--- src/hdl/lcdns_pkg.sv ---
package lcdns_pkg;

	typedef enum logic [1:0] {
		OP_CMD    = 2'd0,
		OP_DATA   = 2'd1,
		OP_CURSOR = 2'd2,
		OP_INIT   = 2'd3
	} op_t;

	localparam int unsigned OffsetWidth = 7;
	localparam int unsigned ColWidth    = 6;
	localparam int unsigned ExtraWidth  = 6;
	localparam int unsigned HoldWidth   = 8;
	localparam int unsigned PhaseWidth  = 3;
	localparam int unsigned IdxWidth    = 3;
	localparam int unsigned InDataWidth  = 16;
	localparam int unsigned OutDataWidth = 16;

	localparam logic [PhaseWidth-1:0] PHASE_LAST  = 3'd5;
	localparam logic [IdxWidth-1:0]   INIT_LAST   = 3'd6;
	localparam logic [HoldWidth-1:0]  POWER_HOLD  = 8'd150;
	localparam logic [7:0]            CURSOR_CMD  = 8'h80;
	localparam logic [ExtraWidth-1:0] EXTRA_CURSOR = 6'd1;
	localparam logic [OffsetWidth-1:0] OFFSET_RESET = 7'd64;

	typedef struct packed {
		logic [7:0]            byte_val;
		logic                  rs;
		logic [ExtraWidth-1:0] extra;
		logic [PhaseWidth-1:0] phase;
		logic                  pwr;
		logic                  last;
	} beat_ctl_t;

	function automatic logic [7:0] init_byte(input logic [IdxWidth-1:0] idx);
		logic [7:0] b;
		unique case (idx)
			3'd0:    b = 8'h33;
			3'd1:    b = 8'h32;
			3'd2:    b = 8'h28;
			3'd3:    b = 8'h0F;
			3'd4:    b = 8'h01;
			3'd5:    b = 8'h06;
			default: b = CURSOR_CMD;
		endcase
		return b;
	endfunction

	function automatic logic [ExtraWidth-1:0] init_extra(input logic [IdxWidth-1:0] idx);
		logic [ExtraWidth-1:0] e;
		unique case (idx)
			3'd0:    e = 6'd50;
			3'd4:    e = 6'd20;
			default: e = 6'd1;
		endcase
		return e;
	endfunction

endpackage

--- src/hdl/char_lcd_nibble_sequencer_unit.sv ---
// Expands one request on the slave stream into a run of LCD pin states on the
// master stream, one beat per pin state and one beat per cycle while the sink
// is ready. A command, data or set-cursor request gives 6 beats; initialise
// gives 43 beats (a power-up hold followed by seven command bytes). The input
// is not ready from acceptance until the cycle after the last beat of the run
// is taken, so requests do not overlap; a single beat formatting unit, stepped
// by a phase and byte counter, forms each beat.
module char_lcd_nibble_sequencer_unit
	import lcdns_pkg::*;
#(
	parameter logic [OffsetWidth-1:0] OffsetReset = OFFSET_RESET
) (
	input  logic                    clk,
	input  logic                    arst_n,
	input  logic                    cfg_we,
	input  logic [OffsetWidth-1:0]  cfg_wdata,
	input  logic                    s_axis_tvalid,
	output logic                    s_axis_tready,
	// Fields from bit 0: byte_value, row, column, zero fill.
	input  logic [InDataWidth-1:0]  s_axis_tdata,
	// Fields from bit 0: opcode.
	input  logic [1:0]              s_axis_tuser,
	output logic                    m_axis_tvalid,
	input  logic                    m_axis_tready,
	// Fields from bit 0: register_select, enable, data_nibble, hold_units, zero fill.
	output logic [OutDataWidth-1:0] m_axis_tdata,
	output logic                    m_axis_tlast
);

	logic [OffsetWidth-1:0] offset_q;
	beat_ctl_t              ctl;

	always_ff @(posedge clk or negedge arst_n) begin
		if (!arst_n) begin
			offset_q <= OffsetReset;
		end else if (cfg_we) begin
			offset_q <= cfg_wdata;
		end
	end

	lcdns_seq u_seq (
		.clk       (clk),
		.arst_n    (arst_n),
		.offset    (offset_q),
		.in_valid  (s_axis_tvalid),
		.in_ready  (s_axis_tready),
		.in_op     (op_t'(s_axis_tuser)),
		.in_byte   (s_axis_tdata[7:0]),
		.in_row    (s_axis_tdata[8]),
		.in_col    (s_axis_tdata[14:9]),
		.out_valid (m_axis_tvalid),
		.out_ready (m_axis_tready),
		.ctl       (ctl)
	);

	lcdns_beat_unit u_beat (
		.ctl   (ctl),
		.tdata (m_axis_tdata),
		.tlast (m_axis_tlast)
	);

endmodule

--- src/hdl/lcdns_beat_unit.sv ---
module lcdns_beat_unit
	import lcdns_pkg::*;
(
	input  beat_ctl_t                ctl,
	// Fields from bit 0: register_select, enable, data_nibble, hold_units, zero fill.
	output logic [OutDataWidth-1:0]  tdata,
	output logic                     tlast
);

	logic                  high_half;
	logic [1:0]            sub;
	logic [3:0]            nibble;
	logic                  en;
	logic [HoldWidth-1:0]  hold;
	logic [HoldWidth-1:0]  add;

	always_comb begin
		high_half = (ctl.phase < 3'd3);
		sub       = high_half ? ctl.phase[1:0] : 2'(ctl.phase - 3'd3);
		nibble    = high_half ? ctl.byte_val[7:4] : ctl.byte_val[3:0];
		en        = (sub == 2'd1);
		add       = (ctl.phase == PHASE_LAST) ? HoldWidth'(ctl.extra) : '0;
		if (ctl.pwr) begin
			hold = POWER_HOLD;
		end else begin
			hold = HoldWidth'(sub) + add;
		end
	end

	assign tdata = {2'b00, hold, (ctl.pwr ? 4'h0 : nibble), (en & ~ctl.pwr), (ctl.rs & ~ctl.pwr)};
	assign tlast = ctl.last;

endmodule

--- src/hdl/lcdns_seq.sv ---
module lcdns_seq
	import lcdns_pkg::*;
(
	input  logic                   clk,
	input  logic                   arst_n,
	input  logic [OffsetWidth-1:0] offset,
	input  logic                   in_valid,
	output logic                   in_ready,
	input  op_t                    in_op,
	input  logic [7:0]             in_byte,
	input  logic                   in_row,
	input  logic [ColWidth-1:0]    in_col,
	output logic                   out_valid,
	input  logic                   out_ready,
	output beat_ctl_t              ctl
);

	typedef enum logic {S_IDLE, S_RUN} state_t;

	state_t                state_q;
	logic [7:0]            byte_q;
	logic                  rs_q;
	logic [ExtraWidth-1:0] extra_q;
	logic [PhaseWidth-1:0] phase_q;
	logic [IdxWidth-1:0]   idx_q;
	logic                  init_q;
	logic                  pwr_q;

	logic                  last;
	logic [OffsetWidth-1:0] addr;
	logic [IdxWidth-1:0]   idx_next;

	assign addr     = OffsetWidth'(in_col) + (in_row ? offset : '0);
	assign idx_next = idx_q + 3'd1;
	assign last     = (phase_q == PHASE_LAST) && !pwr_q && (!init_q || idx_q == INIT_LAST);

	assign in_ready  = (state_q == S_IDLE);
	assign out_valid = (state_q == S_RUN);
	assign ctl = '{byte_val: byte_q, rs: rs_q, extra: extra_q, phase: phase_q,
		pwr: pwr_q, last: last};

	always_ff @(posedge clk or negedge arst_n) begin
		if (!arst_n) begin
			state_q <= S_IDLE;
			byte_q  <= '0;
			rs_q    <= 1'b0;
			extra_q <= '0;
			phase_q <= '0;
			idx_q   <= '0;
			init_q  <= 1'b0;
			pwr_q   <= 1'b0;
		end else begin
			unique case (state_q)
				S_IDLE: begin
					if (in_valid) begin
						state_q <= S_RUN;
						phase_q <= '0;
						idx_q   <= '0;
						pwr_q   <= 1'b0;
						init_q  <= 1'b0;
						rs_q    <= 1'b0;
						byte_q  <= in_byte;
						extra_q <= '0;
						unique case (in_op)
							OP_CMD: begin
							end
							OP_DATA: begin
								rs_q <= 1'b1;
							end
							OP_CURSOR: begin
								byte_q  <= CURSOR_CMD | {1'b0, addr};
								extra_q <= EXTRA_CURSOR;
							end
							OP_INIT: begin
								init_q  <= 1'b1;
								pwr_q   <= 1'b1;
								byte_q  <= init_byte('0);
								extra_q <= init_extra('0);
							end
						endcase
					end
				end
				S_RUN: begin
					if (out_ready) begin
						if (pwr_q) begin
							pwr_q <= 1'b0;
						end else if (last) begin
							state_q <= S_IDLE;
						end else if (phase_q == PHASE_LAST) begin
							phase_q <= '0;
							idx_q   <= idx_next;
							byte_q  <= init_byte(idx_next);
							extra_q <= init_extra(idx_next);
						end else begin
							phase_q <= phase_q + 3'd1;
						end
					end
				end
			endcase
		end
	end

endmodule

--- config.mk ---
export PLATFORM = sky130hd
export DESIGN_NAME = char_lcd_nibble_sequencer_unit
export DESIGN_NICKNAME = d
export VERILOG_FILES = /design/src/hdl/lcdns_pkg.sv /design/src/hdl/char_lcd_nibble_sequencer_unit.sv /design/src/hdl/lcdns_beat_unit.sv /design/src/hdl/lcdns_seq.sv
export SDC_FILE = /design/constraint.sdc
export NUM_CORES = 1
export LEC_CHECK = 0
export BUFFER_PORTS_ARGS = -buffer_cell sky130_fd_sc_hd__buf_2
export CAP_MARGIN = 0
export CORE_UTILIZATION = 50
export DETAILED_ROUTE_END_ITERATION = 16
export GPL_TIMING_DRIVEN = 0
export HOLD_SLACK_MARGIN = 0.03
export PLACE_DENSITY = 0.78
export SKIP_LAST_GASP = 1
export SYNTH_ARGS = -nofsm -noshare
export SYNTH_HDL_FRONTEND = slang
export SYNTH_HIERARCHICAL = 1
export SYNTH_SLANG_ARGS = --single-unit
--- constraint.sdc ---
create_clock -name clk -period 5.9 [get_ports clk]
set_clock_uncertainty 0.1 [all_clocks]
set_input_delay 0 -clock clk [delete_from_list [all_inputs] [get_ports clk]]
set_output_delay 0 -clock clk [all_outputs]
set_load 0.1 [all_outputs]
After elaboration in Yosys (flattened, before gate mapping)
Index checks and enable logic that the tools add are counted.

word-level totals
  ROM bits = 0
  flip-flop bits (word level) = 31
  memories kept = 0
  bits in writable memories = 0
  latch bits = 0
  output and inout bits = 19

operators by class
  magnitude comparators = 1
  reduce and logical (&&, ||, !) cells = 10
  $add $sub $neg = 5
  multiply operators = 0
  shift-type cells = 0
  bitwise logic cells = 4
  multiplexer cells = 43
  div/mod/pow operators = 0
  eq/ne operators = 16

operator list
  cell                   count
  $mux W8                6
  $pmux W8 S6            1
  $mux W6                6
  $pmux W6 S2            3
  $pmux W8 S2            2
  $mux W3                9
  $eq A3 B3 Y1 const B   4
  $pmux W3 S2            2
  $add A2 B8 Y8          1
  $mux W1                8
  $mux W4                2
  $ne A2 B2 Y1 const B   4
  $add A6 B7 Y7          1
  $mux W7                1
  $add A3 B1 Y3 const B  2
  $eq A3 B2 Y1 const B   2
  $reduce_and A5 Y1      1
  $eq A2 B1 Y1 const B   2
  $eq A2 B2 Y1 const B   2
  $pmux W1 S2            2
  $reduce_and A2 Y1      2
  $reduce_and A4 Y1      1
  $eq A3 B1 Y1 const B   1
  $logic_not A3 Y1       1
  other kinds (9)        13

Logic depth before layout (Yosys ltp)
Gate-level depths: netlist of run 1.

  depth in word-level cells = 8
  gate-level depth with buffers = 9

Modules after synthesis
Netlist of run 1, hierarchy kept.

modules (own cells, without submodules)
  module                          cells each  area an instance (um^2)  times used  sequential area each (um^2)
  lcdns_seq                       185         1,650.3                  1           550.5
  lcdns_beat_unit                 51          367.9                    1           0.0
  char_lcd_nibble_sequencer_unit  15          292.8                    1           176.4

Worst setup path before layout of run 1
OpenSTA, ideal clock, no wires.

  path type = register to output
  start point = register u_seq.phase_q[1]
  end point = output port m_axis_tdata[1]
  stages on the path, launching flop included = 7
  data required time = 5.800 ns
  setup slack = 2.556 ns
  data arrival time = 3.244 ns
  cell sequence = dfrtp_1 inv_1 ha_1 o21ai_0 o21ai_2 inv_1 nor3b_1

between the ends
  word-level cells in the longest chain between the ends = 4

RTL lines
  item                                           RTL line                                      text
  from (decl)                                    lcdns_seq.sv:24                               logic [PhaseWidth-1:0] phase_q;
  from (signal assigned)                         lcdns_seq.sv:95                               phase_q <= phase_q + 3'd1;
  $lt A3 B2 Y1 or $sub A2 B2 Y2 (tied branches)  lcdns_beat_unit.sv:18, lcdns_beat_unit.sv:19
  $mux W2 *                                      lcdns_beat_unit.sv:19                         sub = high_half ? ctl.phase[1:0] : 2'(ctl.phase - 3'd3);
  $eq A2 B1 Y1 *                                 lcdns_beat_unit.sv:21                         en = (sub == 2'd1);
  $and A1 B1 Y1 *                                lcdns_beat_unit.sv:30                         assign tdata = {2'b00, hold, (ctl.pwr ? 4'h0 : nibble), (en & ~ctl.pwr), (ctl.rs & ~ctl.pwr)};
  to (decl)                                      char_lcd_nibble_sequencer_unit.sv:26          output logic [OutDataWidth-1:0] m_axis_tdata,

Every way passes the cells marked *; elsewhere a longest branch is shown, timed or not.

Worst setup path after layout of run 1
  start point = register u_seq.phase_q[1]
  end point = output port m_axis_tdata[9]

between the ends
  word-level cells in the longest chain between the ends = 4

RTL lines
  item                                  RTL line                                      text
  $lt A3 B2 Y1 (tied with other cells)  lcdns_beat_unit.sv:18                         high_half = (ctl.phase < 3'd3);
  $mux W2 or $mux W6 (tied branches)    lcdns_beat_unit.sv:19, lcdns_beat_unit.sv:22
  $add A2 B8 Y8 *                       lcdns_beat_unit.sv:26                         hold = HoldWidth'(sub) + add;
  $mux W8 *                             lcdns_beat_unit.sv:23                         if (ctl.pwr) begin

Marked as above.

==> out/metrics.yaml, run 1 <==
outcome:
  status: "complete, but fails checks"
  violations: "max-slew violations"
routing:
  avgViaCountPerCell: 5.439
  drc_errors: 0
  vias: 2045
  antenna_left: 0
  wl_per_cell_um: 13.84
  drtIter0Drc: 56
  drt_wl_total_mm: 5.203
  drtPass1Iterations: 5
cts:
  tritoncts: "done"
  cts_inserted_buffers: 5
  path_clk_slew_ps: 60
  cts_max_level: 2
  clkSinkCount: 29
  clk_latency_ps: 280
  clockBufferDepth: 2
  root_buffer: "clkbuf_8"
placed_design:
  hpwl_mm: 3.909
  io_buffers: 43
  gp_congestion: 0.9623
critical_path:
  critPathMaxFanout: 9
  crit_family: "buffers and inverters"
  cp-start-kind: "flop"
  arrival_ps: 2720
  worst-path-buf-inv: 3
  end_kind: "output port"
  crit_cells: 10
  crit_required_ps: 5800
  crit_path_cell_trace: "inv_1 -> ha_1 -> o21ai_0 -> o21ai_2 -> inv_1 -> ha_1 -> a21oi_1 -> or3_1 -> a21oi_1 -> buf_2"
  ff2ff_path_depth: 7
  slowest_delay_ps: 520
  critPathSlowestCell: "dfrtp_1"
  path_class: "flop to output port"
timing:
  finalMaxSlewViolations: 1
  rsz0062_at_grt: "false"
  fmax_mhz: 354.6
  tightest_slew_ps: 4213
  max_slew_margin_pct: -184.8
  hold_viol_final: 0
  finalCritPeriodShare_pct: 47.79
  post-route-min-period_ps: 2820
  finalSetupTns_ps: 0
  setup_viol: 0
synthesis:
  yosysUniqueCellTypes: 57
  synth-edff-count: 0
  synth_ff_type: "dfrtp_1"
  ys.warnings.count: 6
  ys_ff_latch: 29
  syn_inst: 251
  avgSynthCellArea_um2: 9.207
  async_reset_ff_share_pct: 100.0
  netlist_area_um2: 2311
  synth-seq-area-share_pct: 31.46
cells_and_area:
  layout.nets: 371
  nFillCells: 355
  multi_input_area_um2: 1394
  seq_area_um2: 726.9
  area_growth_pct: 24.96
  layout-drive-gt1-share_pct: 26.85
  diodes: 0
die:
  num_io_pins: 49
  die_w_um: 69.99
  initial_core_util_pct: 52.71
  die_area_um2: 4898
  core_area_um2: 4384
  rows: 24
  die_h_um: 69.99
global_routing:
  grt_first_pass_wirelength_mm: 9.052
  grt_overflow: 0
  antenna_found_initial: 0
  grt_usage_pct: 23.08
  grt_max_degree: 30
  grt_pass1_vias: 1999
power_and_ir_drop:
  p_leak_nw: 1.416
  power.density_nw_per_um2: 495.3
  power.total_w: 0.001430
  max-vdd-ir-drop_mv: 0.3563
min_path:
  min_path_type: "input port to flop"
  worstHoldPathCells: 4
flow_run:
  max-cap-violations: 0
## where the power goes
group / internal [W] / leakage [nW] / switching [W]
registers: 0.000261 / 0.355 / 0.0000597
clock network: 0.0000814 / 0.0450 / 0.0000722
logic: 0.000261 / 1.02 / 0.000696
## state kept, by name, summed over array words and instances (netlist names)
name,count
u_seq/byte_q,8
u_seq/init_q,1
u_seq/out_valid,1
u_seq/extra_q,4
offset_q,7
u_seq/pwr_q,1
u_seq/idx_q,3
u_seq/phase_q,3
u_seq/rs_q,1
## synthesized netlist by cell type (3+ instances only)
| cell | n | area (um^2) |
|---|---|---|
| inv_1 | 15 | 56.30 |
| o21a_1 | 3 | 22.52 |
| a211oi_1 | 5 | 37.54 |
| or3_1 | 4 | 25.02 |
| mux2_4 | 9 | 135.1 |
| nor2b_1 | 4 | 25.02 |
| nand2_1 | 18 | 67.56 |
| nand2b_1 | 4 | 25.02 |
| buf_4 | 11 | 82.58 |
| dfrtp_1 | 28 | 700.7 |
| buf_2 | 3 | 15.01 |
| and3_1 | 3 | 18.77 |
| o21ai_0 | 17 | 85.08 |
| ha_1 | 16 | 200.2 |
| nor3_1 | 3 | 15.01 |
| a21oi_1 | 14 | 70.07 |
| mux2i_1 | 7 | 70.07 |
| nor2_1 | 14 | 52.55 |
| and2_1 | 7 | 43.79 |
| a21o_1 | 4 | 30.03 |
| o22ai_1 | 3 | 18.77 |
| nand3_1 | 6 | 30.03 |
| nand3b_1 | 5 | 37.54 |
## final cells by class
| cell class | instances | share of cell area, % |
|---|---|---|
| well taps | 52 | 2.253 |
| clock inverters | 2 | 0.3466 |
| flip-flops and latches | 29 | 25.17 |
| multi-input cells | 188 | 48.27 |
| inverters | 16 | 2.166 |
| clock buffers | 6 | 2.513 |
| repair buffers | 64 | 14.73 |
| plain buffers | 19 | 4.549 |
## through the flow
stage	cells	setup WS [ps]	instance area, um^2	hold WS (ps)	utilization [%]
after floorplan	252	2556	2315	-395.6	-
after detailed placement	347	3358	2595	-43.06	59.19
after global placement	347	3456	2595	-49.89	59.19
final	376	3080	2888	77.50	65.87
after global routing	376	2884	2888	106.7	65.87
after CTS	376	3051	2888	63.40	65.87
## cell families after synthesis
kind of cell | Yosys count | share of synthesized area [%]
other cells | 2 | 0.3250
compound gates | 69 | 20.25
simple gates | 76 | 17.81
mux | 18 | 9.854
fa+ha+maj | 18 | 10.40
buf+inv | 35 | 8.392
flops | 29 | 31.46
xor+xnor | 4 | 1.516
## layout by cell type (no fill, tap or decap), drive strengths merged, types with 4 or more instances in the layout
cell,netlist,layout
buf,17,60
dfrtp,28,28
dlygate4sd3,0,21
o21ai,20,20
nand2,18,18
ha,16,16
inv,16,16
a21oi,15,15
nor2,14,14
mux2,11,11
clkbuf,2,8
mux2i,7,7
and2,7,7
nand3,7,7
nand3b,5,5
a211oi,5,5
or3,4,4
nand2b,4,4
nor2b,4,4
a21o,4,4
## final timing paths
check,startpoint,slack (ps),to
min in group asynchronous,arst_n,180,u_seq/pwr_q
min,s_axis_tdata[4],80,u_seq/byte_q[4]
max,u_seq/phase_q[1],3080,m_axis_tdata[9]
max reg2reg,offset_q[0],3710,u_seq/byte_q[6]
min reg2reg,u_seq/rs_q,380,u_seq/rs_q
max in group asynchronous,arst_n,5100,u_seq/byte_q[1]
## worst min-delay path: cells and delay by family
family | cells | cell delay, ps
buffers and inverters | 1 | 100
and+or+nand+nor | 1 | 130
AOI/OAI and AO/OA | 2 | 180
## repair_timing
item / in CTS / in global routing
buffers inserted: 0 / 0
gates resized for setup: 0 / 0
endpoints found under the hold margin: 43 / 0
hold buffers: 21 / 0
## per-layer routing
layer  vias to the layer above  global-route usage, %  wire length [um]
met1                       953                  29.44              2326
met4                         0                  8.000               102
met3                        14                  4.329               232
met5                         -                      0                 0
li1                       1021                      -                 -
met2                        57                  39.10              2542
(Power assumes the default switching activity.)
==> run 2: changes to the inputs <==
==> constraint.sdc (replaced) <==
create_clock -name clk -period 2.9 [get_ports clk]
set_clock_uncertainty 0.1 [all_clocks]
set_input_delay 0 -clock clk [delete_from_list [all_inputs] [get_ports clk]]
set_output_delay 0 -clock clk [all_outputs]
set_load 0.1 [all_outputs]
==> out/metrics.yaml, run 2 (same netlist as run 1, synthesis figures left out) <==
placed_design:
  io_buffers: 43
  dp_cells: 347
  gp_congestion: 0.9410
  hpwl_mm: 4.017
outcome:
  violations: "max-slew violations"
  status: "complete, but fails checks"
cts:
  clkSinkCount: 29
  root_buffer: "clkbuf_8"
  tritoncts: "done"
  cts_inserted_buffers: 5
  path_clk_slew_ps: 60
  clk_latency_ps: 280
  clockBufferDepth: 2
  postCtsSetupRepairBufs: 0
  cts_max_level: 2
routing:
  avgViaCountPerCell: 5.420
  drt_wl_total_mm: 5.260
  drtPass1Iterations: 4
  antenna_left: 0
  drtIter0Drc: 70
  vias: 2038
  drc_errors: 0
  wl_per_cell_um: 13.99
cells_and_area:
  diodes: 0
  final_common_cell: "buf_2"
  layout.nets: 371
  area_growth_pct: 26.31
  final_cell_mix: "buf_2 (45), dfrtp_1 (27), dlygate4sd3_1 (21)"
  top_regs: "u_seq/byte_q x8, offset_q x7, u_seq/extra_q x4"
  top_register: "u_seq/byte_q"
  nFillCells: 353
  stdcell_count: 376
  layout-drive-gt1-share_pct: 28.09
  largest_register_ffs: 8
power_and_ir_drop:
  max-vdd-ir-drop_mv: 0.7414
  power.density_nw_per_um2: 1017
  p_leak_nw: 1.426
timing:
  tightest_slew_ps: 4140
  fmax_mhz: 372.8
  rsz0062_at_grt: "false"
  max_slew_margin_pct: -179.9
  post-route-min-period_ps: 2683
  setup_viol: 0
  finalMaxSlewViolations: 1
  finalSetupTns_ps: 0
  finalCritPeriodShare_pct: 92.51
  hold_viol_final: 0
critical_path:
  path_class: "flop to output port"
  worst-path-buf-inv: 2
  critPathMaxFanout: 9
  crit_required_ps: 2800
  critPathSlowestCell: "dfrtp_1"
  arrival_ps: 2580
  slowest_delay_ps: 550
  crit_path_cell_trace: "ha_1 -> and3_1 -> ha_1 -> inv_1 -> fa_1 -> xnor2_1 -> nand2b_1 -> buf_2"
  crit_family: "adder cells"
  end_kind: "output port"
  crit_top_cell: "ha_1"
  cp-start-kind: "flop"
die:
  die_h_um: 69.99
  num_io_pins: 49
  die_w_um: 69.99
  rows: 24
  die_area_um2: 4898
  initial_core_util_pct: 52.71
  core_area_um2: 4384
flow_run:
  max-cap-violations: 0
min_path:
  min_path_type: "input port to flop"
global_routing:
  grt_max_degree: 30
  grt_usage_pct: 23.03
  grt_first_pass_wirelength_mm: 8.990
  antenna_found_initial: 0
  grt_overflow: 0
  grt_pass1_vias: 2005
[run 2: per-stage QoR]
step / power [W] / utilization [%] / cell area, um^2 / hold slack, ps / worst slack [ps]
floorplan: 0.002266 / - / 2323 / -395.6 / 212.7
global placement: 0.002540 / 59.39 / 2604 / -50.40 / 424.0
detailed placement: 0.002580 / 59.39 / 2604 / -43.29 / 373.8
CTS: 0.002979 / 66.50 / 2915 / 42.63 / 53.58
global route: 0.003133 / 66.58 / 2919 / 65.14 / 35.12
finish: 0.002967 / 66.58 / 2919 / 48.95 / 217.3
[run 2: layout make-up]
cell class / instances / area (um^2) / share of cell area [%]
clock buffers: 7 / 96.34 / 3.300
well taps: 52 / 65.06 / 2.229
inverters: 16 / 62.56 / 2.143
plain buffers: 19 / 131.4 / 4.501
repair buffers: 64 / 427.9 / 14.66
clock inverters: 1 / 5.005 / 0.1715
flip-flops and latches: 29 / 728.2 / 24.95
multi-input cells: 188 / 1403 / 48.05
[run 2: worst register-to-register path: cells and delay by family (launching register included)]
kind | cells | cell delay, ps
mux | 1 | 130
simple gates | 2 | 340
compound gates | 2 | 490
flops | 1 | 370
fa+ha+maj | 2 | 640
[run 2: report_power, final]
part / leakage (nW) / switching, W / internal, W / total, W
sequential: 0.354 / 0.000119 / 0.000532 / 0.000651
combinational: 1.02 / 0.00142 / 0.000537 / 0.00196
clock: 0.0542 / 0.000147 / 0.000214 / 0.000361
total: 1.43 / 0.00168 / 0.00128 / 0.00297
[run 2: what timing repair did]
action | CTS | global route
setup endpoints to repair | 0 | 1
resized for setup | 0 | 3
hold buffers | 21 | 0
endpoints found under the hold margin | 44 | 0
[run 2: layer usage]
layer  GRT usage (%)  share of wire [%]  vias up
met5               0                  0        -
met4           10.44                1.9        0
met3           4.040                2.9        9
met2           40.49                 50       54
met1           27.24                 45      947
li1                -                  -     1028
[run 2: final timing paths]
kind	cells after the start	from	slack [ps]	endpoint
max in group asynchronous	2	arst_n	2090	u_seq/phase_q[1]
worst min-delay path	4	s_axis_tdata[4]	50	u_seq/byte_q[4]
worst min register to register	2	u_seq/byte_q[2]	400	u_seq/byte_q[2]
worst max register to register	7	offset_q[0]	710	u_seq/byte_q[6]
worst max-delay path	8	u_seq/phase_q[0]	220	m_axis_tdata[8]
min in group asynchronous	2	arst_n	170	u_seq/out_valid
==> run 3: changes to the inputs <==
--- a/config.mk
+++ b/config.mk
@@ -5,6 +5,7 @@
 export SDC_FILE = /design/constraint.sdc
 export NUM_CORES = 1
 export LEC_CHECK = 0
+export ABC_AREA = 1
 export BUFFER_PORTS_ARGS = -buffer_cell sky130_fd_sc_hd__buf_2
 export CAP_MARGIN = 0
 export CORE_UTILIZATION = 50
==> constraint.sdc (replaced) <==
create_clock -name clk -period 3.5 [get_ports clk]
set_clock_uncertainty 0.1 [all_clocks]
set_input_delay 0 -clock clk [delete_from_list [all_inputs] [get_ports clk]]
set_output_delay 0 -clock clk [all_outputs]
set_load 0.1 [all_outputs]
==> out/metrics.yaml, run 3 <==
placed_design:
  gp_congestion: 0.9304
  hpwl_mm: 3.839
  pre_cts_ws_ps: 1073
  io_buffers: 43
critical_path:
  ff2ff_path_depth: 10
  cp-start-kind: "flop"
  r2r_setup_slack_ps: 1370
  arrival_ps: 2660
  reg2reg_to: "u_seq/out_valid"
  crit_required_ps: 3400
  r2r-start: "u_seq/idx_q[0]"
  end_kind: "output port"
  critPathMaxFanout: 6
  path_class: "flop to output port"
routing:
  antenna_left: 0
  drt_wl_total_mm: 5.534
  drtPass1Iterations: 4
  drtIter0Drc: 55
  vias: 2379
  avgViaCountPerCell: 4.936
  wl_per_cell_um: 11.48
  drc_errors: 0
synthesis:
  synth_common_cells: "nand2_1 (121), inv_1 (52), dfrtp_1 (28), nand3_1 (22), nor2_1 (20)"
  netlist_area_um2: 2333
  syn_inst: 346
  synth_most_common_cell: "nand2_1"
  synth-seq-area-share_pct: 31.15
  yosysTopAreaCellShare_pct: 30.03
  yosysUniqueCellTypes: 34
  async_reset_ff_share_pct: 100.0
  synth.area.top_cells: "dfrtp_1 (30%), nand2_1 (19%), ha_1 (8.6%), inv_1 (8.4%), nand3_1 (4.7%)"
  synth_ff_type: "dfrtp_1"
  yosysTopAreaCell: "dfrtp_1"
  synth-edff-count: 0
  avgSynthCellArea_um2: 6.744
  ys_ff_latch: 29
  ys.warnings.count: 6
cells_and_area:
  diodes: 0
  layout.nets: 477
  fin_util_pct: 68.42
  area_growth_pct: 29.44
  final_cell_mix: "nand2_1 (121), inv_1 (52), buf_2 (44)"
  top_regs: "u_seq/byte_q x8, offset_q x7, u_seq/extra_q x4"
  largest_register_ffs: 8
  top_register: "u_seq/byte_q"
  final_common_cell: "nand2_1"
  layout-drive-gt1-share_pct: 18.84
flow_run:
  max-cap-violations: 0
die:
  num_io_pins: 49
  core_area_um2: 4414
  die_h_um: 70.32
  rows: 24
  die_area_um2: 4944
  die_w_um: 70.32
  initial_core_util_pct: 52.86
timing:
  fin_ws_ps: 739.2
  hold_ws_ps: 59.09
  tightest_slew_ps: 1709
  finalSetupTns_ps: 0
  hold_viol_final: 0
  setup_viol: 0
  max_slew_margin_pct: -14.38
  fmax_mhz: 362.2
  finalMaxSlewViolations: 1
  finalCritPeriodShare_pct: 78.88
  rsz0062_at_grt: "false"
  post-route-min-period_ps: 2761
power_and_ir_drop:
  power.density_nw_per_um2: 826.9
  max-vdd-ir-drop_mv: 0.8459
  p_leak_nw: 1.735
global_routing:
  grt_overflow: 0
  grt_usage_pct: 24.66
  antenna_found_initial: 0
  grt_first_pass_wirelength_mm: 9.673
  grt_max_degree: 30
  grt_pass1_vias: 2310
cts:
  path_clk_slew_ps: 70
  cts_inserted_buffers: 5
  cts_max_level: 2
  clockBufferDepth: 2
  clkSinkCount: 29
  root_buffer: "clkbuf_8"
  tritoncts: "done"
  clk_latency_ps: 290
min_path:
  whs_endpoint: "u_seq/byte_q[7]"
  hp-start: "s_axis_tdata[7]"
  min_path_type: "input port to flop"
  worstHoldPathCells: 5
outcome:
  violations: "max-slew violations"
  status: "complete, but fails checks"
run 3: changes by cell type in the layout (fill, tap and decap cells not counted), sizes merged, moves of 9 or more:
cell	before	now
nand3	7	23
nand2	18	125
mux2	11	0
nor2	14	23
inv	16	56
dlygate4sd3	21	32
run 3: where the power goes:
group	internal, W	leakage [nW]	switching [W]	total (W)
Combinational	0.000429	1.33	0.00126	0.00169
Sequential	0.000446	0.360	0.0000977	0.000543
Clock	0.000137	0.0450	0.000128	0.000266
Total	0.00101	1.74	0.00149	0.00250
run 3: worst max path at each step:
stage	startpoint	endpoint
2_1_floorplan	u_seq/phase_q[1]	m_axis_tdata[9]
3_3_place_gp	u_seq/phase_q[1]	m_axis_tdata[8]
3_5_place_dp	u_seq/phase_q[1]	m_axis_tdata[8]
4_1_cts	u_seq/phase_q[1]	m_axis_tdata[8]
5_1_grt	u_seq/phase_q[1]	m_axis_tdata[8]
6_report	u_seq/phase_q[1]	m_axis_tdata[8]
run 3: cell families (layout without fill, tap and decap cells):
| family | Yosys count | in the layout | synth area share (%) |
|---|---|---|---|
| adders and majority gates | 18 | 18 | 10.29 |
| AOI/OAI and AO/OA | 48 | 48 | 11.64 |
| DFF | 29 | 29 | 31.15 |
| other | 2 | 3 | 0.3218 |
| and+or+nand+nor | 177 | 177 | 32.01 |
| buffers and inverters | 70 | 153 | 13.83 |
| xor gates and xnor gates | 2 | 2 | 0.7508 |
run 3: timing repair:
item | in CTS | in global routing
setup buffers | 0 | 0
resized for setup | 0 | 0
endpoints found under the setup margin | 0 | 0
hold buffers | 32 | 0
endpoints found under the hold margin | 44 | 0
run 3: cell type report:
type                       instances  area [um^2]
buffer                            14        110.1
clock buffer                       6        72.57
clock inverter                     2        10.01
fill                             391         1394
inverter                          56        212.7
multi-input combinational        248         1287
sequential                        29        726.9
tap                               52        65.06
timing repair buffer              75        535.5
run 3: worst max-delay path: stages (launching register included):
cell and delay, ps:
dfrtp_1 450, inv_1 120, ha_1 240, nand2_2 110, nor2_1 120, ha_1 200
inv_1 60, fa_1 350, inv_1 110, a21oi_1 70, o21ai_1 80, buf_2 440
run 3: routing by layer:
| metal | global-route usage (%) | part of all wire, % |
|---|---|---|
| met1 | 27.70 | 44 |
| met2 | 44.87 | 50 |
| met3 | 5.628 | 4.1 |
| met4 | 9.111 | 2.1 |
| met5 | 0 | 0 |
run 3: per-stage QoR:
stage	instance area [um^2]	power [W]	instances
2_1_floorplan	2337	0.001919	347
3_3_place_gp	2618	0.002159	442
3_5_place_dp	2618	0.002185	442
4_1_cts	3020	0.002503	482
5_1_grt	3020	0.002676	482
6_report	3020	0.002498	482
